===== src/hbs_pkg.sv =====
`default_nettype none

package hbs_pkg;

	localparam int SAMPLE_W   = 8;
	localparam int CFG_DIM_W  = 11;
	localparam int GAIN_W     = 16;
	localparam int COORD_W    = 10;
	localparam int HEIGHT_W   = 24;
	localparam int COLSUM_W   = 10;
	localparam int SUM_W      = 12;
	localparam int PROD_W     = 28;
	localparam int RECIP_W    = 32;
	localparam int RECIP_SHIFT = 33;
	localparam int NUM_SLOTS  = 4;
	localparam int Q_DEPTH    = 2;
	localparam int CFG_IDX_W  = 2;
	localparam int OUT_TDATA_W = 48;
	localparam int OUT_PAD_W  = OUT_TDATA_W - 2 * COORD_W - HEIGHT_W;

	localparam logic [CFG_DIM_W-1:0] RESET_GRID_DIM = 11'd1024;
	localparam logic [GAIN_W-1:0]    RESET_GAIN     = 16'd256;

	// ceil(2^33 / 9) and ceil(2^33 / 3), both exact for products below 2^33
	localparam logic [RECIP_W-1:0] RECIP_9 = 32'd954437177;
	localparam logic [RECIP_W-1:0] RECIP_3 = 32'd2863311531;

	typedef enum logic [CFG_IDX_W-1:0] {
		REG_GRID_WIDTH  = 2'd0,
		REG_GRID_HEIGHT = 2'd1,
		REG_HEIGHT_GAIN = 2'd2
	} cfg_reg_t;

	typedef enum logic [1:0] {
		CNT4,
		CNT6,
		CNT9
	} count_t;

	// result slots of one sample: above-left, above, left, this point
	typedef enum logic [1:0] {
		SLOT_A,
		SLOT_B,
		SLOT_C,
		SLOT_D
	} slot_t;

	typedef enum logic {
		F_IDLE,
		F_WORK
	} front_state_t;

	typedef enum logic [2:0] {
		B_IDLE,
		B_PICK,
		B_MUL,
		B_DIV,
		B_OUT
	} back_state_t;

	typedef struct packed {
		logic [NUM_SLOTS-1:0]             has;
		logic [NUM_SLOTS-1:0][SUM_W-1:0]  sum;
		logic [NUM_SLOTS-1:0][1:0]        cnt;
		logic [COORD_W-1:0]               col_prev;
		logic [COORD_W-1:0]               col_cur;
		logic [COORD_W-1:0]               row_prev;
		logic [COORD_W-1:0]               row_cur;
	} entry_t;

endpackage

`default_nettype wire


===== src/hbs_queue.sv =====
`default_nettype none

module hbs_queue (
	input  wire logic      clk,
	input  wire logic      arst_n,
	input  wire logic      push,
	input  wire hbs_pkg::entry_t push_data,
	output logic           space,
	input  wire logic      pop,
	output hbs_pkg::entry_t pop_data,
	output logic           avail
);

	localparam int PW = $clog2(hbs_pkg::Q_DEPTH);
	localparam int CW = $clog2(hbs_pkg::Q_DEPTH + 1);

	hbs_pkg::entry_t mem_q [hbs_pkg::Q_DEPTH];
	logic [PW-1:0] wr_q, rd_q;
	logic [CW-1:0] cnt_q;

	assign space    = (cnt_q != CW'(hbs_pkg::Q_DEPTH));
	assign avail    = (cnt_q != '0);
	assign pop_data = mem_q[rd_q];

	always_ff @(posedge clk or negedge arst_n) begin
		if (!arst_n) begin
			wr_q  <= '0;
			rd_q  <= '0;
			cnt_q <= '0;
		end else begin
			if (push) begin
				wr_q <= (wr_q == PW'(hbs_pkg::Q_DEPTH - 1)) ? '0 : wr_q + PW'(1);
			end
			if (pop) begin
				rd_q <= (rd_q == PW'(hbs_pkg::Q_DEPTH - 1)) ? '0 : rd_q + PW'(1);
			end
			case ({push, pop})
				2'b10:   cnt_q <= cnt_q + CW'(1);
				2'b01:   cnt_q <= cnt_q - CW'(1);
				default: cnt_q <= cnt_q;
			endcase
		end
	end

	always_ff @(posedge clk) begin
		if (push) begin
			mem_q[wr_q] <= push_data;
		end
	end

endmodule

`default_nettype wire


===== config.mk =====
export PLATFORM = sky130hd
export DESIGN_NAME = hbs_queue
export DESIGN_NICKNAME = d
export VERILOG_FILES = /design/src/hbs_pkg.sv /design/src/hbs_queue.sv
export SDC_FILE = /design/constraint.sdc
export NUM_CORES = 1
export LEC_CHECK = 0
export BUFFER_PORTS_ARGS = -buffer_cell sky130_fd_sc_hd__buf_2
export CAP_MARGIN = 20
export CORE_MARGIN = 2
export CORE_UTILIZATION = 29
export DETAILED_ROUTE_END_ITERATION = 12
export PLACE_DENSITY = 0.57
export SYNTH_ARGS = -nofsm -noshare
export SYNTH_HDL_FRONTEND = slang
export SYNTH_SLANG_ARGS = --single-unit

===== constraint.sdc =====
create_clock -name clk -period 6.8 [get_ports clk]
set_input_delay 0.68 -clock clk [delete_from_list [all_inputs] [get_ports clk]]
set_output_delay 0.68 -clock clk [all_outputs]
set_load 0.02 [all_outputs]

==> results of run 1 <==
-- layout make-up --
type / count / area [um2] / area share
Clock buffer: 26 / 565.5 / 0.05740
Clock inverter: 14 / 125.1 / 0.01270
Inverter: 1 / 3.754 / 0.0003810
Multi-Input combinational cell: 111 / 1556 / 0.1580
Sequential cell: 204 / 6110 / 0.6201
Tap cell: 341 / 426.7 / 0.04330
Timing Repair Buffer: 210 / 1066 / 0.1082
-- Yosys cell counts (all sizes together) --
| cell type | instances |
|---|---|
| nand2b | 1 |
| mux2 | 100 |
| xor2 | 3 |
| ha | 1 |
| and2 | 1 |
| edfxtp | 200 |
| inv | 1 |
| buf | 11 |
| nor2 | 2 |
| or2 | 1 |
| dfrtp | 4 |
| xnor2 | 2 |
-- per-stage QoR --
step / instance area (um2) / instances / total power, mW / setup WS [ns]
2_1_floorplan: 7853 / 327 / 2.948 / 1.309
3_3_place_gp: 9153 / 866 / 3.218 / 3.666
3_5_place_dp: 9153 / 866 / 3.249 / 3.596
4_1_cts: 9853 / 907 / 4.405 / 3.036
5_1_grt: 9853 / 907 / 4.532 / 2.944
6_report: 9853 / 907 / 4.317 / 3.116
-- per-layer routing --
| metal | part of all wire | wire [um] | vias to the layer above | track usage |
|---|---|---|---|---|
| met4 | 0.024 | 364 | 4 | 0.03036 |
| li1 | - | - | 1742 | - |
| met1 | 0.40 | 5885 | 1836 | 0.1150 |
| met3 | 0.082 | 1216 | 33 | 0.03671 |
| met5 | 0.0018 | 27 | - | 0 |
| met2 | 0.50 | 7376 | 144 | 0.1795 |
-- sequential cells by signal, summed over array words and instances (netlist names) --
name	flops
wr_q	1
mem_q	200
cnt_q	2
rd_q	1
-- logic make-up after synthesis --
logic type	after synthesis
buffers and inverters	12
adder cells (fa/ha/maj)	1
flip-flops	204
multiplexers	100
XOR/XNOR	5
AND/OR/NAND/NOR	5
-- worst max path at each step --
| stage | to | slack (ns) | cells after the start |
|---|---|---|---|
| floorplan | mem_q[0][0] | 1.31 | 2 |
| global placement | pop_data[35] | 3.67 | 3 |
| detailed placement | pop_data[34] | 3.60 | 3 |
| CTS | pop_data[14] | 3.04 | 3 |
| global route | pop_data[6] | 2.94 | 3 |
| finish | pop_data[2] | 3.12 | 3 |
-- repair_timing --
item	4_1_cts	5_1_grt
setup buffers	0	0
hold endpoints to repair	4	0
hold buffers	1	0
endpoints found under the setup margin	0	0
-- power by group through the flow --
stage	Combinational (mW)	Sequential, mW	Clock (mW)
3_5_place_dp	1.39	1.86	0
3_3_place_gp	1.38	1.84	0
4_1_cts	1.40	1.83	1.17
2_1_floorplan	1.18	1.77	0
5_1_grt	1.46	1.85	1.22
6_report	1.37	1.82	1.13
-- worst register-to-register path, delay by kind of cell (launching register included) --
kind          cells  cell delay, ns
buf+inv           1            0.79
flops             1            0.42
simple gates      1            0.57
==> impl_metrics.tcl, run 1 <==
set metrics [dict create \
    number_of_flip_flops_and_latches_in_the_synthesized_netlist 204 \
    yosys.area.top_type "edfxtp_1" \
    period_minus_slack_ns 3.685 \
    seq_power_share 0.422 \
    max-cap-violations 0 \
    endpoint_kind "primary output" \
    clock_root_cell "clkbuf_16" \
    synth.net_count 432 \
    area_growth_synth_to_finish_pct 25.48 \
    final-setup-viol-count 0 \
    final_cell_mix "buf_2 (205), edfxtp_1 (200), mux2_4 (90)" \
    setup_total_negative_slack_ns 0 \
    path_cells "buf_4 > mux2_4 > buf_2" \
    grt_setup_unrepaired "no" \
    remaining_drc_errors 0 \
    synthCells 327 \
    most_common_library_cell_in_the_layout_ignoring_fill_and_taps "buf_2" \
    cts.sinks 204 \
    hold_viol_final 0 \
    r2r_slack_ns 4.60 \
    outcome "complete, no violations" \
    finish.utilization 0.3676 \
    grt_use_total 0.1014 \
    timing.critical_path.buf_inv 2 \
    r2r_cells 2 \
    wl_um 14870 \
    first_global_vias 4109 \
    first_iter_violations 161 \
    dp_hpwl_um 10100 \
    core-area_mm2 0.02680 \
    dieArea_mm2 0.02841 \
    rr_endpoint "mem_q[1][15]" \
    netlist.area_leader.share 0.7648 \
    timing.critical_path.slowest_stage_cell "dfrtp_4" \
    cts-htree-levels 1 \
    floorplan.initialDensity 0.2930 \
    nets 655 \
    measured_slew_at_the_worst_slew_check_pin_ns 0.9898 \
    yosysWarnings 0 \
    crit_arrival_ns 3.00 \
    synth_simple_gate_area_share 0.003346 \
    post_route_cells_drive_above_1_share 0.6078 \
    post_synth_xor_area_fraction 0.005577 \
    required_ns 6.12 \
    combPwrFrac 0.317 \
    tritoncts "yes" \
    switching_power_mw 1.339 \
    leakage_nw 3.917 \
    critPathLaunchType "flop" \
    via_per_inst 4.144 \
    synthDistinctLibCells 15 \
    largest_net_degree_at_the_start_of_global_routing 58 \
    synth_compound_gate_area_share 0 \
    nFillCells 2492 \
    antenna_left 0 \
    largest_family_of_logic_cells_by_synthesized_area "multiplexers" \
    regToRegStartpoint "wr_q" \
    maxSlewViolCount 0 \
    std_cell_rows 60 \
    wl_per_cell_um 16.40 \
    floorplan.io_pins 206 \
    synth.yosys.seq_area_share 0.7776 \
    worst_path_dominant_cell_family "flip-flops" \
    die-width_um 168.6 \
    netlist_area_mm2 0.007853 \
    fmax_mhz 271.4 \
    hold_class "input pin to flop" \
    setup.worst_path.start "rd_q" \
    finalWeightedCongestion 0.6792 \
    p_per_area_mw_per_mm2 438.2 \
    cts_resized 0 \
    synth-adder-area-share 0.001593 \
    num_vias 3759 \
    clk_lat_worst_skew_ns 0.50 \
    clock_power_share 0.261 \
    hold_depth 1 \
    final_cycle_utilization_of_the_critical_path 0.5418 \
    power_switching_share 0.3102 \
    hold-worst-slack_ns 0.3657 \
    timing.hold.worst_endpoint "mem_q[0][83]" \
    final.setup_skew_ns 0.004582 \
    chipHeight_um 168.6 \
    synthMuxAreaShare 0.1864 \
    avgSynthCellArea_um2 24.01 \
    hold_path_startpoint "push_data[83]" \
    worst_path_clk_slew_ns 0.06 \
    clk_path_buf_depth 3 \
    number_of_antenna_violations_at_the_first_check_in_global_routing 2 \
    globalRouteOverflowTotal 0 \
    p_int_mw 2.978 \
    port-buffer-count 205 \
    vdd_ir_drop_max_v 0.0002624 \
    diode_count 0 \
    drt-pass1-iter-count 4 \
    max_slew_margin 0.3401 \
    max_stage_delay_ns 1.08 \
    grt_pass1_wl_um 22470 \
    critical_path_class "flop to primary output" \
    worstPathMaxFanout 55 \
    synth_top_cells_by_area "edfxtp_1 (76%), mux2_4 (17%), buf_12 (2.3%), mux2_2 (1.4%), dfrtp_1 (1.3%)" \
    cts_buffer_count 22 \
]
No activity file was read; power rests on OpenSTA's default activity.
==> inputs of run 2 (changes only) <==
- PLACE_DENSITY: 0.57 -> 0.59
- clock period: 6.8 -> 3.18 ns (I/O delays scaled with it)
==> run 2 against run 1 <==
Against the previous run:
- global-route usage grew 0.61 points
- register-to-register slack worse by 3.2 ns
- combinational power rose by 130%
- critical path depth unchanged
- clock-buffer cell count increased by 5
- highest routed layer is now met4
- first-iteration DRC count is 61% higher
- clock skew is 0.0069 ns higher
==> impl_metrics.tcl, run 2 (synthesis results as in run 1) <==
set metrics [dict create \
    max-cap-violations 0 \
    final.setup_skew_ns 0.01147 \
    dieArea_mm2 0.02841 \
    leakage_nw 4.320 \
    report.power.total_mw 9.458 \
    area_growth_synth_to_finish_pct 38.05 \
    period_minus_slack_ns 2.507 \
    hold_class "input pin to flop" \
    timing.critical_path.slowest_stage_cell "dfrtp_4" \
    post_route_cells_drive_above_1_share 0.5212 \
    core-area_mm2 0.02680 \
    cts.sinks 204 \
    regToRegStartpoint "wr_q" \
    dpl_ws_ns 1.165 \
    remaining_drc_errors 0 \
    path_cells "buf_12 > mux2_2 > buf_2" \
    wl_um 15710 \
    cts-htree-levels 1 \
    clk_lat_worst_skew_ns 0.50 \
    r2r_slack_ns 1.37 \
    drt-pass1-iter-count 4 \
    first_global_vias 4635 \
    worst_path_dominant_cell_family "flip-flops" \
    num_vias 4179 \
    setup_total_negative_slack_ns 0 \
    maxSlewViolCount 0 \
    r2r_cells 2 \
    final_critical_path_setup_slack_ns 0.6732 \
    antenna_left 0 \
    worst_path_clk_slew_ns 0.06 \
    largest_reg_flops 200 \
    max_slew_margin 0.5008 \
    tritoncts "yes" \
    finish.utilization 0.4045 \
    hold_viol_final 0 \
    hold_path_startpoint "push_data[54]" \
    largestRegisters "mem_q (200), cnt_q (2)" \
    nets 750 \
    std_cell_rows 60 \
    endpoint_kind "primary output" \
    port-buffer-count 205 \
    grt_use_total 0.1076 \
    measured_slew_at_the_worst_slew_check_pin_ns 0.7488 \
    crit_arrival_ns 2.19 \
    placedCellCount 869 \
    max_stage_delay_ns 0.75 \
    cts_setup_buffers 0 \
    required_ns 2.86 \
    wl_per_cell_um 15.68 \
    final_cell_mix "buf_2 (205), edfxtp_1 (200), dlygate4sd3_1 (93)" \
    p_per_area_mw_per_mm2 872.5 \
    hold_depth 1 \
    timing.critical_path.buf_inv 2 \
    most_common_library_cell_in_the_layout_ignoring_fill_and_taps "buf_2" \
    clk_path_buf_depth 3 \
    fmax_mhz 398.9 \
    stdcell_count 1002 \
    die-width_um 168.6 \
    rr_endpoint "mem_q[1][0]" \
    outcome "complete, no violations" \
    chipHeight_um 168.6 \
    critPathLaunchType "flop" \
    critical_path_class "flop to primary output" \
    dp_hpwl_um 9815 \
    grt_setup_unrepaired "no" \
    clock_root_cell "clkbuf_16" \
    cts_buffer_count 22 \
    number_of_antenna_violations_at_the_first_check_in_global_routing 1 \
    timing.hold.worst_endpoint "mem_q[1][54]" \
    final_cycle_utilization_of_the_critical_path 0.7883 \
    worstPathMaxFanout 38 \
    floorplan.io_pins 206 \
    final-setup-viol-count 0 \
    largest_net_degree_at_the_start_of_global_routing 52 \
    globalRouteOverflowTotal 0 \
    first_iter_violations 259 \
    vdd_ir_drop_max_v 0.0005104 \
    finalWeightedCongestion 0.7017 \
    registers.top_by_ff_count "mem_q" \
    floorplan.initialDensity 0.2930 \
    grt_pass1_wl_um 24120 \
    via_per_inst 4.171 \
]
[run 2: changes by cell type in the layout (fill, tap and decap cells not counted)]
cell and change:
dlygate4sd3_1 +92, clkbuf_1 +4, clkinv_2 -4, buf_12 +3, clkinv_1 -2, clkbuf_16 +1, clkinv_8 -1, clkinvlp_4 +1
diode_2 +1
[run 2: metal layers]
| layer | share of wire | vias up | global-route usage | routed length, um |
|---|---|---|---|---|
| li1 | - | 1936 | - | - |
| met1 | 0.40 | 2055 | 0.1218 | 6331 |
| met2 | 0.49 | 157 | 0.1914 | 7751 |
| met3 | 0.069 | 31 | 0.03367 | 1089 |
| met4 | 0.034 | 0 | 0.03861 | 536 |
| met5 | 0 | - | 0 | 0 |
[run 2: worst max-delay path by stage]
| stage | start | to | cells past startpoint |
|---|---|---|---|
| final | rd_q | pop_data[73] | 3 |
| after global routing | rd_q | pop_data[73] | 3 |
| after CTS | rd_q | pop_data[73] | 3 |
| after detailed placement | rd_q | pop_data[73] | 3 |
| after global placement | rd_q | pop_data[78] | 3 |
| after floorplan | wr_q | mem_q[1][0] | 1 |
[run 2: worst register-to-register path: cells and delay by family, from the launching register on]
family                 cells  cell delay, ns
AND/OR/NAND/NOR            1            0.65
flip-flops                 1            0.42
buffers and inverters      1            0.35
[run 2: repair_timing]
| action | 4_1_cts | 5_1_grt |
|---|---|---|
| resized for setup | 0 | 0 |
| hold endpoints to repair | 186 | 0 |
| hold buffers | 93 | 0 |
[run 2: power by group]
group	switching, mW	internal [mW]	total (mW)
Combinational	1.72	1.47	3.19
Sequential	0.227	3.58	3.80
Clock	0.981	1.48	2.46
[run 2: final cells by class]
class / count / area [um2]
antenna: 1 / 2.502
clock buffer: 31 / 605.6
clock inverter: 8 / 88.84
fill: 2386 / 15960
inverter: 1 / 3.754
multi-input combinational: 111 / 1556
sequential: 204 / 6110
tap: 341 / 426.7
timing repair buffer: 305 / 2047
[run 2: metrics by stage]
step           hold slack [ns]  instance area [um2]
2_1_floorplan          0.02241                 7860
3_3_place_gp            0.1302                 9213
3_5_place_dp            0.1328                 9213
4_1_cts               0.001706                10840
5_1_grt               0.004815                10840
6_report               0.02629                10840
==> inputs of run 3 (changes only) <==
- clock period: 3.18 -> 2.02 ns (I/O delays scaled with it)
==> run 3 against run 2 <==
Against the previous run:
- the flow now finishes with violations (negative setup slack)
- routed wire length increased by 2.0%
- via count increased by 1.2%
- setup slack got worse by 0.70 ns
- combinational power increased by 75%
- sequential share of layout area decreased by 1.3 points
- total power increased by 60%
- first-iteration DRC count decreased by 27%
- non-clock buffer count increased by 15
- worst hold slack improved by 0.0030 ns
- flip-flop and latch count unchanged
- cell area increased by 2.4%
==> impl_metrics.tcl, run 3 (synthesis results as in run 1) <==
set metrics [dict create \
    cts.sinks 204 \
    timing.critical_path.slowest_stage_cell "dfrtp_4" \
    final_critical_path_setup_slack_ns -0.02594 \
    num_vias 4230 \
    die-width_um 168.6 \
    busiest_layer "met2" \
    antenna_left 0 \
    worstSetupEndpoint "pop_data[59]" \
    nFillCells 2381 \
    worst_path_clk_slew_ns 0.06 \
    via_per_inst 4.155 \
    path_cells "buf_6 > buf_12 > mux2_4 > buf_2" \
    drt-pass1-iter-count 4 \
    dieArea_mm2 0.02841 \
    leakage_nw 4.433 \
    failing_checks "negative setup slack" \
    largest_reg_flops 200 \
    finalWeightedCongestion 0.6694 \
    final-setup-viol-count 38 \
    registers.top_by_ff_count "mem_q" \
    fmax_mhz 488.8 \
    timing.critical_path.buf_inv 3 \
    final_cycle_utilization_of_the_critical_path 1.013 \
    hold-worst-slack_ns 0.02927 \
    globalRouteOverflowTotal 0 \
    grt_use_total 0.1085 \
    core-area_mm2 0.02680 \
    period_minus_slack_ns 2.046 \
    area_growth_synth_to_finish_pct 41.33 \
    rr_endpoint "mem_q[1][51]" \
    setup.worst_path.start "rd_q" \
    max-cap-violations 0 \
    floorplan.initialDensity 0.2930 \
    required_ns 1.82 \
    p_per_area_mw_per_mm2 1364 \
    clk_path_buf_depth 3 \
    first_global_vias 4778 \
    wl_um 16020 \
    clock_root_cell "clkbuf_16" \
    max_stage_delay_ns 0.51 \
    endpoint_kind "primary output" \
    std_cell_rows 60 \
    hold_class "input pin to async pin" \
    final_cell_mix "edfxtp_1 (200), buf_2 (193), dlygate4sd3_1 (103)" \
    crit_arrival_ns 1.84 \
    worstPathMaxFanout 27 \
    fraction_of_met3_tracks_used_by_global_routing 0.02923 \
    post_route_cells_drive_above_1_share 0.5141 \
    critical_path_class "flop to primary output" \
    wl_per_cell_um 15.73 \
    cts_buffer_count 22 \
    multi_input_area_mm2 0.001556 \
    met2_usage_in_global_routing 0.2029 \
    dpl_ws_ns 0.4001 \
    hold_viol_final 0 \
    outcome "finished with violations" \
    max_slew_margin 0.7796 \
    port-buffer-count 205 \
    critPathLaunchType "flop" \
    vdd_ir_drop_max_v 0.0007251 \
    final.setup_skew_ns 0.01534 \
    nets 765 \
    remaining_drc_errors 0 \
    first_iter_violations 189 \
    number_of_antenna_violations_at_the_first_check_in_global_routing 2 \
    tritoncts "yes" \
    cts-htree-levels 1 \
    measured_slew_at_the_worst_slew_check_pin_ns 0.3306 \
    clk_lat_worst_skew_ns 0.50 \
    dp_hpwl_um 9962 \
    largest_net_degree_at_the_start_of_global_routing 53 \
    met1_capacity_usage_during_global_routing 0.1179 \
    grt_setup_unrepaired "yes" \
    most_common_library_cell_in_the_layout_ignoring_fill_and_taps "edfxtp_1" \
    maxSlewViolCount 0 \
    r2r_cells 2 \
    chipHeight_um 168.6 \
    floorplan.io_pins 206 \
    r2r_slack_ns 0.72 \
    critical_path_depth 4 \
    worst_path_dominant_cell_family "flip-flops" \
    largestRegisters "mem_q (200), cnt_q (2)" \
    regToRegStartpoint "wr_q" \
    grt_pass1_wl_um 24350 \
    final-seq-area_mm2 0.006110 \
]
run 3: cell count changes in the layout (fill, tap and decap cells not counted), sizes merged:
cell,change
dlygate4sd3,+10
clkinv,+7
clkbuf,-5
buf,+4
bufbuf,+1
bufinv,-1
clkinvlp,-1
diode,+1
run 3: layout make-up:
class / instances / area share
Sequential cell: 204 / 0.5505
Timing Repair Buffer: 320 / 0.2101
Multi-Input combinational cell: 111 / 0.1402
Clock buffer: 26 / 0.05288
Tap cell: 341 / 0.03844
Clock inverter: 13 / 0.006990
Antenna cell: 2 / 0.0004510
Inverter: 1 / 0.0003382
run 3: power by group:
part / switching [mW] / internal (mW) / leakage (nW)
Clock: 1.53 / 2.18 / 0.325
Sequential: 0.225 / 5.62 / 1.92
Combinational: 2.93 / 2.65 / 2.19
run 3: layer usage:
layer,part of all wire,vias up
li1,-,1969
met1,0.40,2085
met2,0.52,142
met3,0.063,34
met4,0.023,0
met5,0,-
run 3: how the worst min path moves through the flow:
stage               startpoint        to  slack (ns)  cells past startpoint
floorplan               arst_n  cnt_q[0]       -0.09                      0
finish                  arst_n  cnt_q[1]        0.03                      2
CTS                     arst_n      wr_q       0.006                      2
global route            arst_n      wr_q        0.03                      2
detailed placement      arst_n  cnt_q[0]        0.02                      1
global placement        arst_n  cnt_q[1]        0.01                      1
run 3: what timing repair did:
item                                   4_1_cts  5_1_grt
endpoints found under the hold margin      206        0
setup buffers                                3        0
gates cloned                                 2        0
hold buffers                               103        0
setup endpoints to repair                   93       98
resized for setup                           18        0
run 3: worst register-to-register path, delay by kind of cell (launching register included):
family	cells	cell delay, ns
flops	1	0.42
buf+inv	1	0.26
simple gates	1	0.21
run 3: per-stage QoR:
stage	instance area, um2	cells	utilization	total power [mW]	TNS [ns]
final	11100	1018	0.4141	15.13	-0.3530
after global routing	11100	1018	0.4141	15.83	-4.672
after CTS	11090	1016	0.4139	15.38	-3.177
after detailed placement	9263	869	0.3456	11.07	0
after global placement	9263	869	0.3456	10.99	0
after floorplan	7861	327	-	9.856	-38.04
