## src/hbs_pkg.sv

```systemverilog
`default_nettype none

package hbs_pkg;

	localparam int SAMPLE_W   = 8;
	localparam int CFG_DIM_W  = 11;
	localparam int GAIN_W     = 16;
	localparam int COORD_W    = 10;
	localparam int HEIGHT_W   = 24;
	localparam int COLSUM_W   = 10;
	localparam int SUM_W      = 12;
	localparam int PROD_W     = 28;
	localparam int RECIP_W    = 32;
	localparam int RECIP_SHIFT = 33;
	localparam int NUM_SLOTS  = 4;
	localparam int Q_DEPTH    = 2;
	localparam int CFG_IDX_W  = 2;
	localparam int OUT_TDATA_W = 48;
	localparam int OUT_PAD_W  = OUT_TDATA_W - 2 * COORD_W - HEIGHT_W;

	localparam logic [CFG_DIM_W-1:0] RESET_GRID_DIM = 11'd1024;
	localparam logic [GAIN_W-1:0]    RESET_GAIN     = 16'd256;

	// ceil(2^33 / 9) and ceil(2^33 / 3), both exact for products below 2^33
	localparam logic [RECIP_W-1:0] RECIP_9 = 32'd954437177;
	localparam logic [RECIP_W-1:0] RECIP_3 = 32'd2863311531;

	typedef enum logic [CFG_IDX_W-1:0] {
		REG_GRID_WIDTH  = 2'd0,
		REG_GRID_HEIGHT = 2'd1,
		REG_HEIGHT_GAIN = 2'd2
	} cfg_reg_t;

	typedef enum logic [1:0] {
		CNT4,
		CNT6,
		CNT9
	} count_t;

	// result slots of one sample: above-left, above, left, this point
	typedef enum logic [1:0] {
		SLOT_A,
		SLOT_B,
		SLOT_C,
		SLOT_D
	} slot_t;

	typedef enum logic {
		F_IDLE,
		F_WORK
	} front_state_t;

	typedef enum logic [2:0] {
		B_IDLE,
		B_PICK,
		B_MUL,
		B_DIV,
		B_OUT
	} back_state_t;

	typedef struct packed {
		logic [NUM_SLOTS-1:0]             has;
		logic [NUM_SLOTS-1:0][SUM_W-1:0]  sum;
		logic [NUM_SLOTS-1:0][1:0]        cnt;
		logic [COORD_W-1:0]               col_prev;
		logic [COORD_W-1:0]               col_cur;
		logic [COORD_W-1:0]               row_prev;
		logic [COORD_W-1:0]               row_cur;
	} entry_t;

endpackage

`default_nettype wire

```

## src/hbs_back.sv

```systemverilog
`default_nettype none

module hbs_back (
	input  wire logic                          clk,
	input  wire logic                          arst_n,
	input  wire logic                          q_avail,
	output logic                               pop,
	input  wire hbs_pkg::entry_t               head,
	input  wire logic [hbs_pkg::GAIN_W-1:0]    height_gain,
	output logic                               out_valid,
	input  wire logic                          out_ready,
	output logic [hbs_pkg::COORD_W-1:0]        out_col,
	output logic [hbs_pkg::COORD_W-1:0]        out_row,
	output logic [hbs_pkg::HEIGHT_W-1:0]       out_height,
	output logic                               out_last,
	output logic                               out_frame_end
);

	localparam int PW = hbs_pkg::PROD_W;
	localparam int WW = hbs_pkg::PROD_W + hbs_pkg::RECIP_W;

	hbs_pkg::back_state_t state_q, state_d;
	hbs_pkg::entry_t      entry_q;
	logic [hbs_pkg::NUM_SLOTS-1:0] rem_q, pick_oh;
	hbs_pkg::slot_t       slot;

	logic [hbs_pkg::SUM_W-1:0]    sum_s1;
	hbs_pkg::count_t              cnt_s1, cnt_s2;
	logic [PW-1:0]                p_s2;
	logic [hbs_pkg::HEIGHT_W-1:0] height_q;
	logic [hbs_pkg::COORD_W-1:0]  col_s1, row_s1;
	logic                         last_s1, fe_s1;

	logic [PW-1:0]                num;
	logic [hbs_pkg::RECIP_W-1:0]  recip;
	logic [WW-1:0]                wide;
	logic [hbs_pkg::HEIGHT_W-1:0] quot;

	// lowest pending slot first
	always_comb begin
		if (rem_q[hbs_pkg::SLOT_A]) begin
			slot = hbs_pkg::SLOT_A;
		end else if (rem_q[hbs_pkg::SLOT_B]) begin
			slot = hbs_pkg::SLOT_B;
		end else if (rem_q[hbs_pkg::SLOT_C]) begin
			slot = hbs_pkg::SLOT_C;
		end else begin
			slot = hbs_pkg::SLOT_D;
		end
		pick_oh       = '0;
		pick_oh[slot] = 1'b1;
	end

	// divide by 4 with a shift, by 9 or 3 through a reciprocal; by 6 is a halving first
	always_comb begin
		num   = (cnt_s2 == hbs_pkg::CNT6) ? (p_s2 >> 1) : p_s2;
		recip = (cnt_s2 == hbs_pkg::CNT9) ? hbs_pkg::RECIP_9 : hbs_pkg::RECIP_3;
		wide  = WW'(num) * WW'(recip);
		if (cnt_s2 == hbs_pkg::CNT4) begin
			quot = hbs_pkg::HEIGHT_W'(p_s2 >> 2);
		end else begin
			quot = hbs_pkg::HEIGHT_W'(wide >> hbs_pkg::RECIP_SHIFT);
		end
	end

	always_ff @(posedge clk or negedge arst_n) begin
		if (!arst_n) begin
			state_q <= hbs_pkg::B_IDLE;
		end else begin
			state_q <= state_d;
		end
	end

	always_comb begin
		state_d   = state_q;
		pop       = 1'b0;
		out_valid = 1'b0;
		case (state_q)
			hbs_pkg::B_IDLE: begin
				if (q_avail) begin
					pop     = 1'b1;
					state_d = hbs_pkg::B_PICK;
				end
			end
			hbs_pkg::B_PICK: begin
				state_d = hbs_pkg::B_MUL;
			end
			hbs_pkg::B_MUL: begin
				state_d = hbs_pkg::B_DIV;
			end
			hbs_pkg::B_DIV: begin
				state_d = hbs_pkg::B_OUT;
			end
			hbs_pkg::B_OUT: begin
				out_valid = 1'b1;
				if (out_ready) begin
					state_d = (rem_q != '0) ? hbs_pkg::B_PICK : hbs_pkg::B_IDLE;
				end
			end
			default: begin
				state_d = hbs_pkg::B_IDLE;
			end
		endcase
	end

	always_ff @(posedge clk or negedge arst_n) begin
		if (!arst_n) begin
			rem_q <= '0;
		end else if (pop) begin
			rem_q <= head.has;
		end else if (state_q == hbs_pkg::B_PICK) begin
			rem_q <= rem_q & ~pick_oh;
		end
	end

	always_ff @(posedge clk) begin
		if (pop) begin
			entry_q <= head;
		end
		if (state_q == hbs_pkg::B_PICK) begin
			sum_s1  <= entry_q.sum[slot];
			cnt_s1  <= hbs_pkg::count_t'(entry_q.cnt[slot]);
			col_s1  <= (slot == hbs_pkg::SLOT_A || slot == hbs_pkg::SLOT_C) ?
				entry_q.col_prev : entry_q.col_cur;
			row_s1  <= (slot == hbs_pkg::SLOT_A || slot == hbs_pkg::SLOT_B) ?
				entry_q.row_prev : entry_q.row_cur;
			last_s1 <= ((rem_q & ~pick_oh) == '0);
			fe_s1   <= (slot == hbs_pkg::SLOT_D);
		end
		if (state_q == hbs_pkg::B_MUL) begin
			p_s2   <= PW'(sum_s1) * PW'(height_gain);
			cnt_s2 <= cnt_s1;
		end
		if (state_q == hbs_pkg::B_DIV) begin
			height_q <= quot;
		end
	end

	assign out_col       = col_s1;
	assign out_row       = row_s1;
	assign out_height    = height_q;
	assign out_last      = last_s1;
	assign out_frame_end = fe_s1;

endmodule

`default_nettype wire

```

## config.mk

```make
export PLATFORM = sky130hd
export DESIGN_NAME = hbs_back
export DESIGN_NICKNAME = d
export VERILOG_FILES = /design/src/hbs_pkg.sv /design/src/hbs_back.sv
export SDC_FILE = /design/constraint.sdc
export NUM_CORES = 1
export LEC_CHECK = 0
export ABC_AREA = 1
export BUFFER_PORTS_ARGS = -buffer_cell sky130_fd_sc_hd__buf_2
export CAP_MARGIN = 20
export CORE_ASPECT_RATIO = 1.1
export CORE_MARGIN = 1
export CORE_UTILIZATION = 64
export DETAILED_ROUTE_END_ITERATION = 7
export MAX_ROUTING_LAYER = met4
export PLACE_DENSITY_LB_ADDON = 0.08
export SETUP_SLACK_MARGIN = 0.4
export SLEW_MARGIN = 20
export SYNTH_ARGS = -nofsm -noshare
export SYNTH_HDL_FRONTEND = slang
export SYNTH_SLANG_ARGS = --single-unit
```

## constraint.sdc

```tcl
create_clock -name clk -period 8.6 [get_ports clk]
set_clock_uncertainty 0.2 [all_clocks]
set_input_delay 0.86 -clock clk [delete_from_list [all_inputs] [get_ports clk]]
set_output_delay 0.86 -clock clk [all_outputs]
set_load 0.05 [all_outputs]
```

==> impl_summary.txt, run 1 <==
----------------------------------------------------
[Global routing]
  Largest net degree at the start of global routing ... 83
  Total congestion overflow ... 0
  Initial antenna violation count ... 0
  Total routing usage reported by global routing ... 39.2%
  Wire length of the first global-routing pass ... 121 mm
  Vias in the first global route ... 22500

[Clock tree]
  CTS H-tree depth ... 4
  Hold-fix buffers at CTS ... 0
  Number of buffers on the longest clock path ... 2
  Setup Fix Bufs, Post-CTS ... 0
  CTS sink cnt ... 193
  Clock buffers created by TritonCTS ... 17
  Root buffer cell ... clkbuf_16
  CTS resizes ... 0
  Clock latency at the later pin of the worst-skew pair ... 0.46 ns
  Clock Pin Slew Worst Setup and Hold Paths ... 0.09 ns
  CTS tree ... yes

[Synthesis]
  Number of synthesis warnings ... 0
  Synthesized cell area ... 27200 um^2
  Largest family of logic cells by synthesized area ... adder cells
  Mean post-synth cell area ... 8.87 um^2
  Area share of xor/xnor cells in the synthesized design ... 0.966%
  Number of different library cells in the post-synthesis netlist ... 42
  Area share of fa/ha/maj cells after synthesis ... 45.7%
  Total of flip-flops plus latches after synthesis ... 193
  Part of the Yosys area used for sequential elements ... 21.2%
  Synthesized netlist net count ... 3921
  Async set-reset flop share out of synthesis ... 3.63%
  Count of flip-flops with a built-in enable after synthesis ... 186
  Simple-Gate Fraction of Synth Area ... 13.2%
  Cell count after synthesis ... 3066
  Most used flip-flop cell after synthesis ... edfxtp_1
  Mux cell area share after synthesis ... 0.414%
  Share of the synthesized area in compound gates (AO/OA/AOI/OAI) ... 5.37%

[Worst setup path]
  Cell type of the slowest stage on the worst timing path ... fa_1
  Setup crit start kind ... flip-flop
  Crit path max-delay family ... adder cells
  Crit-path max FO ... 28
  Delay contributed by the slowest stage of the critical path ... 0.55 ns
  Buffering stage count on the worst path with inverters included ... 8
  Worst path required time ... 8.61 ns
  Arrival @ worst endpoint ... 7.87 ns
  Kind of end point of the critical path ... flip-flop
  Path type of the worst setup path ... flip-flop to flip-flop

[Place]
  Count of input and output buffers ... 167
  HPWL after DPL ... 67.2 mm
  Weighted congestion reported at the end of routability-driven placement ... 1.13

[Floorplan]
  Die extent in x ... 199 um
  Standard-cell rows ... 78
  Die Y-Extent ... 218 um
  Total die area ... 43300 um^2
  I/O pin count ... 168
  Initial Utilization ... 65.4%
  Core Footprint ... 41600 um^2

[Timing]
  Relative max-transition margin ... 36.0%
  Maximum clock rate ... 127 MHz
  Setup total negative slack ... 0 ns
  Number of endpoints with negative hold slack in the final report ... 0
  Final-report max-slew violation count ... 0
  Portion of the clock cycle consumed by the worst path in the final layout ... 91.4%
  Fin crit period ... 7.86 ns
  Slew at the pin closest to its max-slew limit ... 0.961 ns
  Setup-failing EPs final ... 0
  RSZ-0062 raised after global routing ... false

[Detailed routing]
  Detailed-router iteration count before antenna repair ... 5
  Routed wirelength normalized by instance count ... 20.5 um
  Number of remaining DRC errors ... 0
  Routed vias/inst ... 5.53
  Number of routed nets with antenna violations ... 0
  Vias ... 20900
  Number of DRC markers after the initial detailed-route iteration ... 1500
  Wirelength, routed ... 77.3 mm

[Final layout]
  Fraction of layout instances using a drive strength above 1 ... 7.61%
  Most frequent standard cell in the layout excluding fill and tap cells ... inv_1
  Total number of nets in the final design ... 4060
  Diode insertion count for antenna repair ... 0
  Filler Cell Count ... 3340
  Commonest non-fill, non-tap cells in the layout ... inv_1, nand2_1, fa_1
  Area taken by flip-flops and latches ... 5760 um^2
  Area overhead of the layout relative to synthesis ... 7.66%
  Area of the multi-input gates ... 17900 um^2

[Run]
  Number of maximum-capacitance constraint violations ... 0

[Min path]
  Hold/Removal Path Class ... input pin to async pin

[Run status]
  Status ... complete, no violations

----------------------------------------------------
[flip-flops by register name, indices dropped and copies added, names as in the netlist]
signal         count
cnt_s1             2
p_s2              28
out_row           10
cnt_s2             2
sum_s1            12
out_col           10
out_last           1
state_q            3
out_height        24
entry_q           96
rem_q              4
out_frame_end      1
[final cells by class]
type	instances	area share, %
Multi-Input combinational cell	1919	61.0
Sequential cell	193	19.7
Inverter	890	11.4
Timing Repair Buffer	184	3.29
Tap cell	560	2.39
Clock buffer	17	1.45
Clock inverter	15	0.735
[synth_stat cells (2+ instances only)]
cell type	number	area [um^2]
nand4_1	15	93.8
nor3_1	12	60.1
mux2_2	10	113
nor2_1	216	811
edfxtp_1	186	5590
nand2_1	533	2000
dfrtp_1	7	175
nand3b_1	8	60.1
buf_2	2	10.0
nand2_2	5	31.3
o211ai_1	17	128
o21ai_0	99	495
clkbuf_1	61	229
a31oi_1	8	50.1
nand3_1	89	445
a21boi_0	9	67.6
nor2_2	2	12.5
o21bai_1	12	90.1
o21ai_2	2	17.5
o21ai_1	5	25.0
nor4_1	4	25.0
a21oi_1	84	420
o21a_1	7	52.6
a21o_1	7	52.6
xnor2_1	12	105
inv_1	888	3330
xor2_1	18	158
ha_1	304	3800
fa_1	431	8630
[final timing paths]
kind                            slack [ns]  cells after the start        endpoint       from
worst min-delay path                  0.02                      1        rem_q[3]     arst_n
max in group asynchronous             8.02                      1      state_q[1]     arst_n
worst max register to register        0.74                     28  out_height[11]  cnt_s2[1]
worst min register to register        0.25                      0       cnt_s2[0]  cnt_s1[0]
min in group clk                      0.25                      0       cnt_s2[0]  cnt_s1[0]
worst max-delay path                  0.74                     28  out_height[11]  cnt_s2[1]
[metal layers]
layer  share of wire (%)  vias up  track usage, %
met3                 6.1      244            4.20
li1                    -     9526               -
met1                  37    10200            45.1
met5                   0        -               -
met2                  50      927            65.3
met4                 7.6        0            25.8
[worst reg2reg max path: cells and delay by family, from the launching register on]
| family | cells | cell delay, ns |
|---|---|---|
| adder cells (fa/ha/maj) | 8 | 3.76 |
| flip-flops | 1 | 0.43 |
| AO/OA/AOI/OAI | 5 | 1.40 |
| buffers and inverters | 8 | 0.92 |
| AND/OR/NAND/NOR | 7 | 0.90 |
[metrics by stage]
step	instance area (um^2)	instances	hold slack (ns)	worst slack, ns	util (%)
after CTS	29300	3778	0.00772	0.571	70.4
after global placement	28600	3746	0.235	0.700	68.8
after detailed placement	28600	3746	0.236	0.637	68.8
final	29300	3778	0.0232	0.737	70.4
after global routing	29300	3778	0.0186	0.399	70.4
after floorplan	27200	3066	0.200	1.80	-
[kinds of logic (layout without fill, tap and decap cells)]
kind of cell / after synthesis / in the layout
simple gates: 887 / 887
xor+xnor: 30 / 30
compound gates: 257 / 257
fa+ha+maj: 735 / 735
buf+inv: 954 / 1106
mux: 10 / 10
flops: 193 / 193
Power of run 1 is not shown: default switching activity piles up to over one toggle a cycle in this logic, so the estimate is an artifact.
==> inputs of run 2 (changes only) <==
--- a/config.mk
+++ b/config.mk
@@ -5,12 +5,12 @@
 export SDC_FILE = /design/constraint.sdc
 export NUM_CORES = 1
 export LEC_CHECK = 0
-export ABC_AREA = 1
 export BUFFER_PORTS_ARGS = -buffer_cell sky130_fd_sc_hd__buf_2
 export CAP_MARGIN = 20
 export CORE_ASPECT_RATIO = 1.1
 export CORE_MARGIN = 1
 export CORE_UTILIZATION = 64
+export CTS_CLUSTER_DIAMETER = 80
 export DETAILED_ROUTE_END_ITERATION = 7
 export MAX_ROUTING_LAYER = met4
 export PLACE_DENSITY_LB_ADDON = 0.08
==> run 2 against run 1 <==
Critical path depth unchanged. Final cell count down 18%. Area after synthesis down 5.7%. Non-clock buffer count up 8. First-iteration DRC count down 42%. Largest cell class unchanged.
==> impl_summary.txt, run 2 <==
----------------------------------------------------
[Detailed routing]
  Detailed-router iteration count before antenna repair ... 5 (unchanged)
  Routed wirelength normalized by instance count ... 20.2 um (-1.4%)
  Number of remaining DRC errors ... 0 (unchanged)
  Routed vias/inst ... 5.54 (+0.19%)
  Number of routed nets with antenna violations ... 0 (unchanged)
  Wirelength, routed ... 62.5 mm (-19%)
  Number of DRC markers after the initial detailed-route iteration ... 863 (-42%)
  Vias ... 17200 (-18%)

[Floorplan]
  Total die area ... 40900 um^2 (-5.6%)
  Die Y-Extent ... 212 um (-2.8%)
  Die extent in x ... 193 um (-2.8%)
  Standard-cell rows ... 76 (-2.6%)
  Core Footprint ... 39400 um^2 (-5.3%)
  Initial Utilization ... 65.2% (-0.24 points)
  I/O pin count ... 168 (unchanged)

[Place]
  Setup WS pre-CTS ... 0.195 ns (-0.442 ns)
  Count of input and output buffers ... 167 (unchanged)
  Weighted congestion reported at the end of routability-driven placement ... 0.955 (-15%)
  HPWL after DPL ... 53.5 mm (-20%)

[Global routing]
  Most utilized layer in the global route result ... met2
  Largest net degree at the start of global routing ... 82 (-1.2%)
  GR Util met2 ... 58.3% (-6.9 points)
  Global-route met1 utilization ... 39.1% (-5.9 points)
  Initial antenna violation count ... 1 (+1)
  Total routing usage reported by global routing ... 33.8% (-5.4 points)
  Total congestion overflow ... 0 (unchanged)
  Met3 demand-to-capacity share in global routing ... 4.66% (+0.46 points)
  Wire length of the first global-routing pass ... 98.7 mm (-19%)
  Vias in the first global route ... 18700 (-17%)

[Synthesis]
  Top area cells in the synthesized netlist ... fa_1, edfxtp_1, ha_1
  Cell with the most instances after synthesis ... inv_1
  Synthesized netlist net count ... 3276 (-16%)
  Most used flip-flop cell after synthesis ... edfxtp_1
  Library cell occupying the most area in the post-synthesis netlist ... fa_1
  Part of the Yosys area used for sequential elements ... 22.5% (+1.3 points)
  Number of different library cells in the post-synthesis netlist ... 69 (+64%)
  Total of flip-flops plus latches after synthesis ... 193 (unchanged)
  Async set-reset flop share out of synthesis ... 3.63% (unchanged)
  Count of flip-flops with a built-in enable after synthesis ... 186 (unchanged)
  Number of synthesis warnings ... 0 (unchanged)
  Proportion of netlist area held by the largest area contributor ... 33.6% (+1.9 points)
  Mean post-synth cell area ... 10.6 um^2 (+19%)
  Cell count after synthesis ... 2421 (-21%)
  Synthesized cell area ... 25700 um^2 (-5.7%)
  Synth top cells by count ... inv_1, fa_1, ha_1, edfxtp_1, nand2_1

[Worst setup path]
  Worst path required time ... 8.61 ns (about the same)
  Destination of the worst register-to-register timing path ... out_height[12]
  Delay contributed by the slowest stage of the critical path ... 0.70 ns (+0.15 ns)
  Critical Path Source ... cnt_s2[1]
  End point of the critical path ... out_height[12]
  Reg-to-reg critical path startpoint ... cnt_s2[1]
  Kind of end point of the critical path ... flip-flop
  Path type of the worst setup path ... flip-flop to flip-flop
  Cell mode on critical path ... inv_1
  Setup crit start kind ... flip-flop
  Cell type of the slowest stage on the worst timing path ... fa_1
  Arrival @ worst endpoint ... 8.02 ns (+0.15 ns)
  Crit-path max FO ... 18 (-36%)
  Worst Reg2Reg Path Length in Cells ... 28 (unchanged)
  Reg-to-reg setup timing slack ... 0.59 ns (-0.15 ns)

[Timing]
  Slew at the pin closest to its max-slew limit ... 1.00 ns (+0.0400 ns)
  Setup-failing EPs final ... 0 (unchanged)
  Final-report max-slew violation count ... 0 (unchanged)
  Relative max-transition margin ... 33.3% (-2.7 points)
  Final worst slack ... 0.590 ns (-0.148 ns)
  RSZ-0062 raised after global routing ... true
  Setup total negative slack ... 0 ns (unchanged)
  Maximum clock rate ... 125 MHz (-1.8%)
  Number of endpoints with negative hold slack in the final report ... 0 (unchanged)
  Fin crit period ... 8.01 ns (+0.148 ns)
  Portion of the clock cycle consumed by the worst path in the final layout ... 93.1% (+1.7 points)

[Final layout]
  Register name with the most flops ... entry_q
  Area overhead of the layout relative to synthesis ... 8.87%
  Most frequent standard cell in the layout excluding fill and tap cells ... inv_1
  Total number of nets in the final design ... 3431 (-15%)
  Number of flip-flops in the largest register ... 96 (unchanged)
  Commonest non-fill, non-tap cells in the layout ... inv_1, fa_1, ha_1
  Diode insertion count for antenna repair ... 0 (unchanged)
  Fraction of layout instances using a drive strength above 1 ... 11.9% (+4.2 points)
  Filler Cell Count ... 2932 (-12%)

[Min path]
  Hold/Removal Path Class ... input pin to async pin

[Clock tree]
  CTS tree ... yes
  CTS sink cnt ... 193 (unchanged)
  Number of buffers on the longest clock path ... 2 (unchanged)
  Clock Pin Slew Worst Setup and Hold Paths ... 0.08 ns (about the same)
  CTS H-tree depth ... 4 (unchanged)
  Clock latency at the later pin of the worst-skew pair ... 0.45 ns (about the same)
  Clock buffers created by TritonCTS ... 17 (unchanged)
  Root buffer cell ... clkbuf_16

[Run status]
  Status ... complete, no violations

[Run]
  Number of maximum-capacitance constraint violations ... 0 (unchanged)

----------------------------------------------------
-- run 2: how the worst min path moves through the flow --
stage,startpoint,to,slack [ns],depth (start not counted)
3_3_place_gp,cnt_s1[0],cnt_s2[0],0.22,0
2_1_floorplan,cnt_s1[0],cnt_s2[0],0.20,0
4_1_cts,arst_n,rem_q[1],0.008,1
3_5_place_dp,cnt_s1[1],cnt_s2[1],0.21,0
6_report,arst_n,state_q[2],0.02,1
5_1_grt,arst_n,rem_q[1],0.01,1
-- run 2: stage by stage --
step           cells  area (um^2)  util, %  hold WS (ns)
2_1_floorplan   2421        25700        -         0.200
3_3_place_gp    3057        27100     68.8         0.219
3_5_place_dp    3057        27100     68.8         0.207
4_1_cts         3089        27800     70.5       0.00764
5_1_grt         3096        27900     70.9        0.0139
6_report        3096        27900     70.9        0.0216
-- run 2: critical path: cells and delay by family (launching register included) --
kind / cells / cell delay (ns)
mux: 1 / 0.42
compound gates: 6 / 1.62
flops: 1 / 0.37
fa+ha+maj: 8 / 3.71
buf+inv: 8 / 0.79
simple gates: 5 / 0.64
-- run 2: cell type report --
type                            count  area (um^2)  share of cell area, %
Tap cell                          507          634                   2.27
Multi-Input combinational cell   1518        17400                   62.2
Inverter                          654         2450                   8.79
Sequential cell                   193         5760                   20.6
Timing Repair Buffer              192         1050                   3.77
Clock buffer                       17          425                   1.52
Clock inverter                     15          225                  0.806
-- run 2: cells by family (layout without fill, tap and decap cells) --
logic type,after synthesis,count (layout),share of synthesized area (%)
AND/OR/NAND/NOR,450,450,8.62
AO/OA/AOI/OAI,243,243,6.54
flip-flops,193,193,22.5
adder cells (fa/ha/maj),736,736,48.5
buffers and inverters,710,878,10.4
XOR/XNOR,40,40,1.37
multiplexers,49,49,2.10
-- run 2: layer usage --
layer  vias up  part of all wire (%)  wire length (um)
met4         0                   4.4              2780
li1       7914                     -                 -
met3       121                   5.0              3110
met2       534                    52             32600
met5         -                     0                 0
met1      8583                    38             24000
-- run 2: repair_timing --
action                     4_1_cts  5_1_grt
setup buffers                    0        7
hold buffers                     0        0
setup endpoints to repair       12       20
pin swaps                        1        7
gates resized for setup          3       27
cloned                           0        0
Power of run 2 is left out for the same reason.
==> inputs of run 3 (changes only) <==
--- a/config.mk
+++ b/config.mk
@@ -9,7 +9,7 @@
 export CAP_MARGIN = 20
 export CORE_ASPECT_RATIO = 1.1
 export CORE_MARGIN = 1
-export CORE_UTILIZATION = 64
+export CORE_UTILIZATION = 40
 export CTS_CLUSTER_DIAMETER = 80
 export DETAILED_ROUTE_END_ITERATION = 7
 export MAX_ROUTING_LAYER = met4
==> constraint.sdc (replaced) <==
create_clock -name clk -period 7.1 [get_ports clk]
set_clock_uncertainty 0.2 [all_clocks]
set_input_delay 0.71 -clock clk [delete_from_list [all_inputs] [get_ports clk]]
set_output_delay 0.71 -clock clk [all_outputs]
set_load 0.05 [all_outputs]
==> run 3 against run 2 <==
The run now ends with negative setup slack left. Sequential share of layout area shrank 2.2 points. Final cell count up 21%. Fmax grew 2.4%. Critical path depth down 5. Die area is 59% higher. Routed wire length increased by 12%. Register-to-register slack got worse by 1.3 ns. Final area grew 12%. Highest routed layer unchanged. Worst hold slack better by 0.20 ns. Count of clock-buffer cells in the layout did not move. Non-clock buffer count up 329. Via count rose by 4.2%.
==> impl_summary.txt, run 3 (same netlist as run 2, synthesis figures left out) <==
----------------------------------------------------
[Detailed routing]
  Number of routed nets with antenna violations ... 0 (unchanged)
  Vias ... 17900 (+4.2%)
  Number of remaining DRC errors ... 0 (unchanged)
  Wirelength, routed ... 69.8 mm (+12%)
  Routed vias/inst ... 4.75 (-14%)
  Number of DRC markers after the initial detailed-route iteration ... 638 (-26%)
  Routed wirelength normalized by instance count ... 18.6 um (-7.9%)
  Detailed-router iteration count before antenna repair ... 5 (unchanged)

[Worst setup path]
  Destination of the worst register-to-register timing path ... out_height[15]
  Arrival @ worst endpoint ... 7.83 ns (-0.19 ns)
  Reg-to-reg critical path startpoint ... cnt_s2[0]
  Crit-path max FO ... 8 (-10)
  Worst Reg2Reg Path Length in Cells ... 23 (-18%)
  Reg-to-reg setup timing slack ... -0.72 ns (-1.31 ns)
  Path type of the worst setup path ... flip-flop to flip-flop
  Critical Path Source ... cnt_s2[0]
  Worst path required time ... 7.11 ns (-1.50 ns)
  Setup crit start kind ... flip-flop
  Kind of end point of the critical path ... flip-flop

[Place]
  Count of input and output buffers ... 167 (unchanged)
  Setup WS pre-CTS ... -1.29 ns (-1.49 ns)
  Weighted congestion reported at the end of routability-driven placement ... 0.927 (-2.9%)
  Number of placed instances, taps included ... 3696 (+21%)
  HPWL after DPL ... 61.8 mm (+15%)

[Timing]
  Slew at the pin closest to its max-slew limit ... 1.07 ns (+0.0738 ns)
  Fin crit period ... 7.82 ns (-0.191 ns)
  Maximum clock rate ... 128 MHz (+2.4%)
  Portion of the clock cycle consumed by the worst path in the final layout ... 110% (+17 points)
  Number of endpoints with negative hold slack in the final report ... 0 (unchanged)
  Setup-failing EPs final ... 24 (+24)
  RSZ-0062 raised after global routing ... true
  Final-report max-slew violation count ... 0 (unchanged)
  Relative max-transition margin ... 28.1% (-5.2 points)
  Final worst slack ... -0.720 ns (-1.31 ns)

[Final layout]
  Diode insertion count for antenna repair ... 0 (unchanged)
  Register name with the most flops ... entry_q
  Total number of nets in the final design ... 3760 (+9.6%)
  Fraction of layout instances using a drive strength above 1 ... 23.9% (+12 points)
  Post-layout instance count excluding filler cells ... 3759 (+21%)
  Number of flip-flops in the largest register ... 96 (unchanged)
  Most frequent standard cell in the layout excluding fill and tap cells ... inv_1
  Area overhead of the layout relative to synthesis ... 21.9%
  Commonest non-fill, non-tap cells in the layout ... inv_1, fa_1, buf_4

[Clock tree]
  CTS tree ... yes
  CTS sink cnt ... 193 (unchanged)
  CTS H-tree depth ... 4 (unchanged)
  Root buffer cell ... clkbuf_16
  Number of buffers on the longest clock path ... 2 (unchanged)
  Clock Pin Slew Worst Setup and Hold Paths ... 0.09 ns (about the same)
  Clock latency at the later pin of the worst-skew pair ... 0.45 ns (about the same)
  Clock buffers created by TritonCTS ... 17 (unchanged)

[Run status]
  Status ... finished, violations left
  Violated checks ... negative setup slack

[Run]
  Number of maximum-capacitance constraint violations ... 0 (unchanged)

[Global routing]
  Total routing usage reported by global routing ... 23.0% (-11 points)
  Wire length of the first global-routing pass ... 110 mm (+12%)
  Largest net degree at the start of global routing ... 77 (-6.1%)
  Initial antenna violation count ... 0 (-1)
  Total congestion overflow ... 0 (unchanged)
  Vias in the first global route ... 19500 (+4.7%)

[Floorplan]
  Die extent in x ... 243 um (+26%)
  Die Y-Extent ... 268 um (+26%)
  Standard-cell rows ... 97 (+28%)
  I/O pin count ... 168 (unchanged)
  Total die area ... 65100 um^2 (+59%)
  Initial Utilization ... 40.3% (-25 points)
  Core Footprint ... 63600 um^2 (+62%)

[Min path]
  Worst Hold Endpoint ... entry_q[46]
  Start point of the worst min-delay path ... head[46]
  Hold/Removal Path Class ... input pin to flip-flop
  Hold path cells ... 1

----------------------------------------------------
## run 3: changes by cell type in the layout (fill, tap and decap cells not counted), moves of 5 or more
cell,change
buf_6,+9
inv_2,+11
a21oi_2,+5
a21oi_1,-7
buf_4,+318
o21ai_0,-10
inv_8,+5
fa_1,-11
o21ai_2,+5
inv_1,-11
fa_2,+11
ha_4,+5
## run 3: critical path, cell delays in order (launching register included)
cell and delay (ns):
edfxtp_1 0.45, nand2b_4 0.23, buf_4 0.19, mux2_2 0.37
fa_1 0.48, fa_2 0.55, inv_1 0.06, fa_2 0.47
fa_1 0.61, inv_1 0.11, fa_1 0.47, fa_1 0.51
fa_1 0.42, ha_1 0.38, nand2_1 0.21, o21ai_2 0.28
a21oi_2 0.07, buf_4 0.17, a211oi_4 0.38, nor3_4 0.11
a211oi_4 0.34, nor2_1 0.10, xnor2_1 0.13, mux2_2 0.26
## run 3: per-layer routing
layer	wire, um	part of all wire [%]	track usage [%]
met1	30900	44	28.9
met2	36100	52	40.4
met3	1690	2.4	2.06
met4	1090	1.6	4.49
met5	0	0	-
## run 3: worst max-delay path by stage
stage                     depth (start not counted)  slack [ns]             end
after CTS                                        27       -0.72  out_height[15]
after floorplan                                  27       -0.11  out_height[15]
after global placement                           28       -1.38  out_height[23]
final                                            23       -0.72  out_height[15]
after detailed placement                         28       -1.29  out_height[23]
after global routing                             27       -0.96  out_height[23]
## run 3: stage by stage
step                      hold WS, ns  util, %  instance area, um^2  TNS, ns
after floorplan                 0.200        -                25900   -0.259
after global placement          0.247     47.1                30000   -23.32
after detailed placement        0.234     47.1                30000   -23.10
after CTS                       0.207     48.8                31100   -12.54
after global routing            0.200     49.2                31300   -19.37
final                           0.224     49.2                31300   -12.72
## run 3: layout make-up
class                   count  area [um^2]
clock buffers              17          425
clock inverters            15          221
fillers                  6081        32300
inverters                 654         2450
multi-input cells        1518        17800
flip-flops and latches    193         5760
well taps                 841         1050
repair buffers            521         3570
## run 3: what timing repair did
item | 4_1_cts | 5_1_grt
pin swaps | 35 | 7
hold endpoints to repair | 7 | 0
resized for setup | 76 | 17
hold buffers | 1 | 0
setup endpoints to repair | 24 | 27
buffers inserted | 15 | 15
Power of run 3 is left out for the same reason.
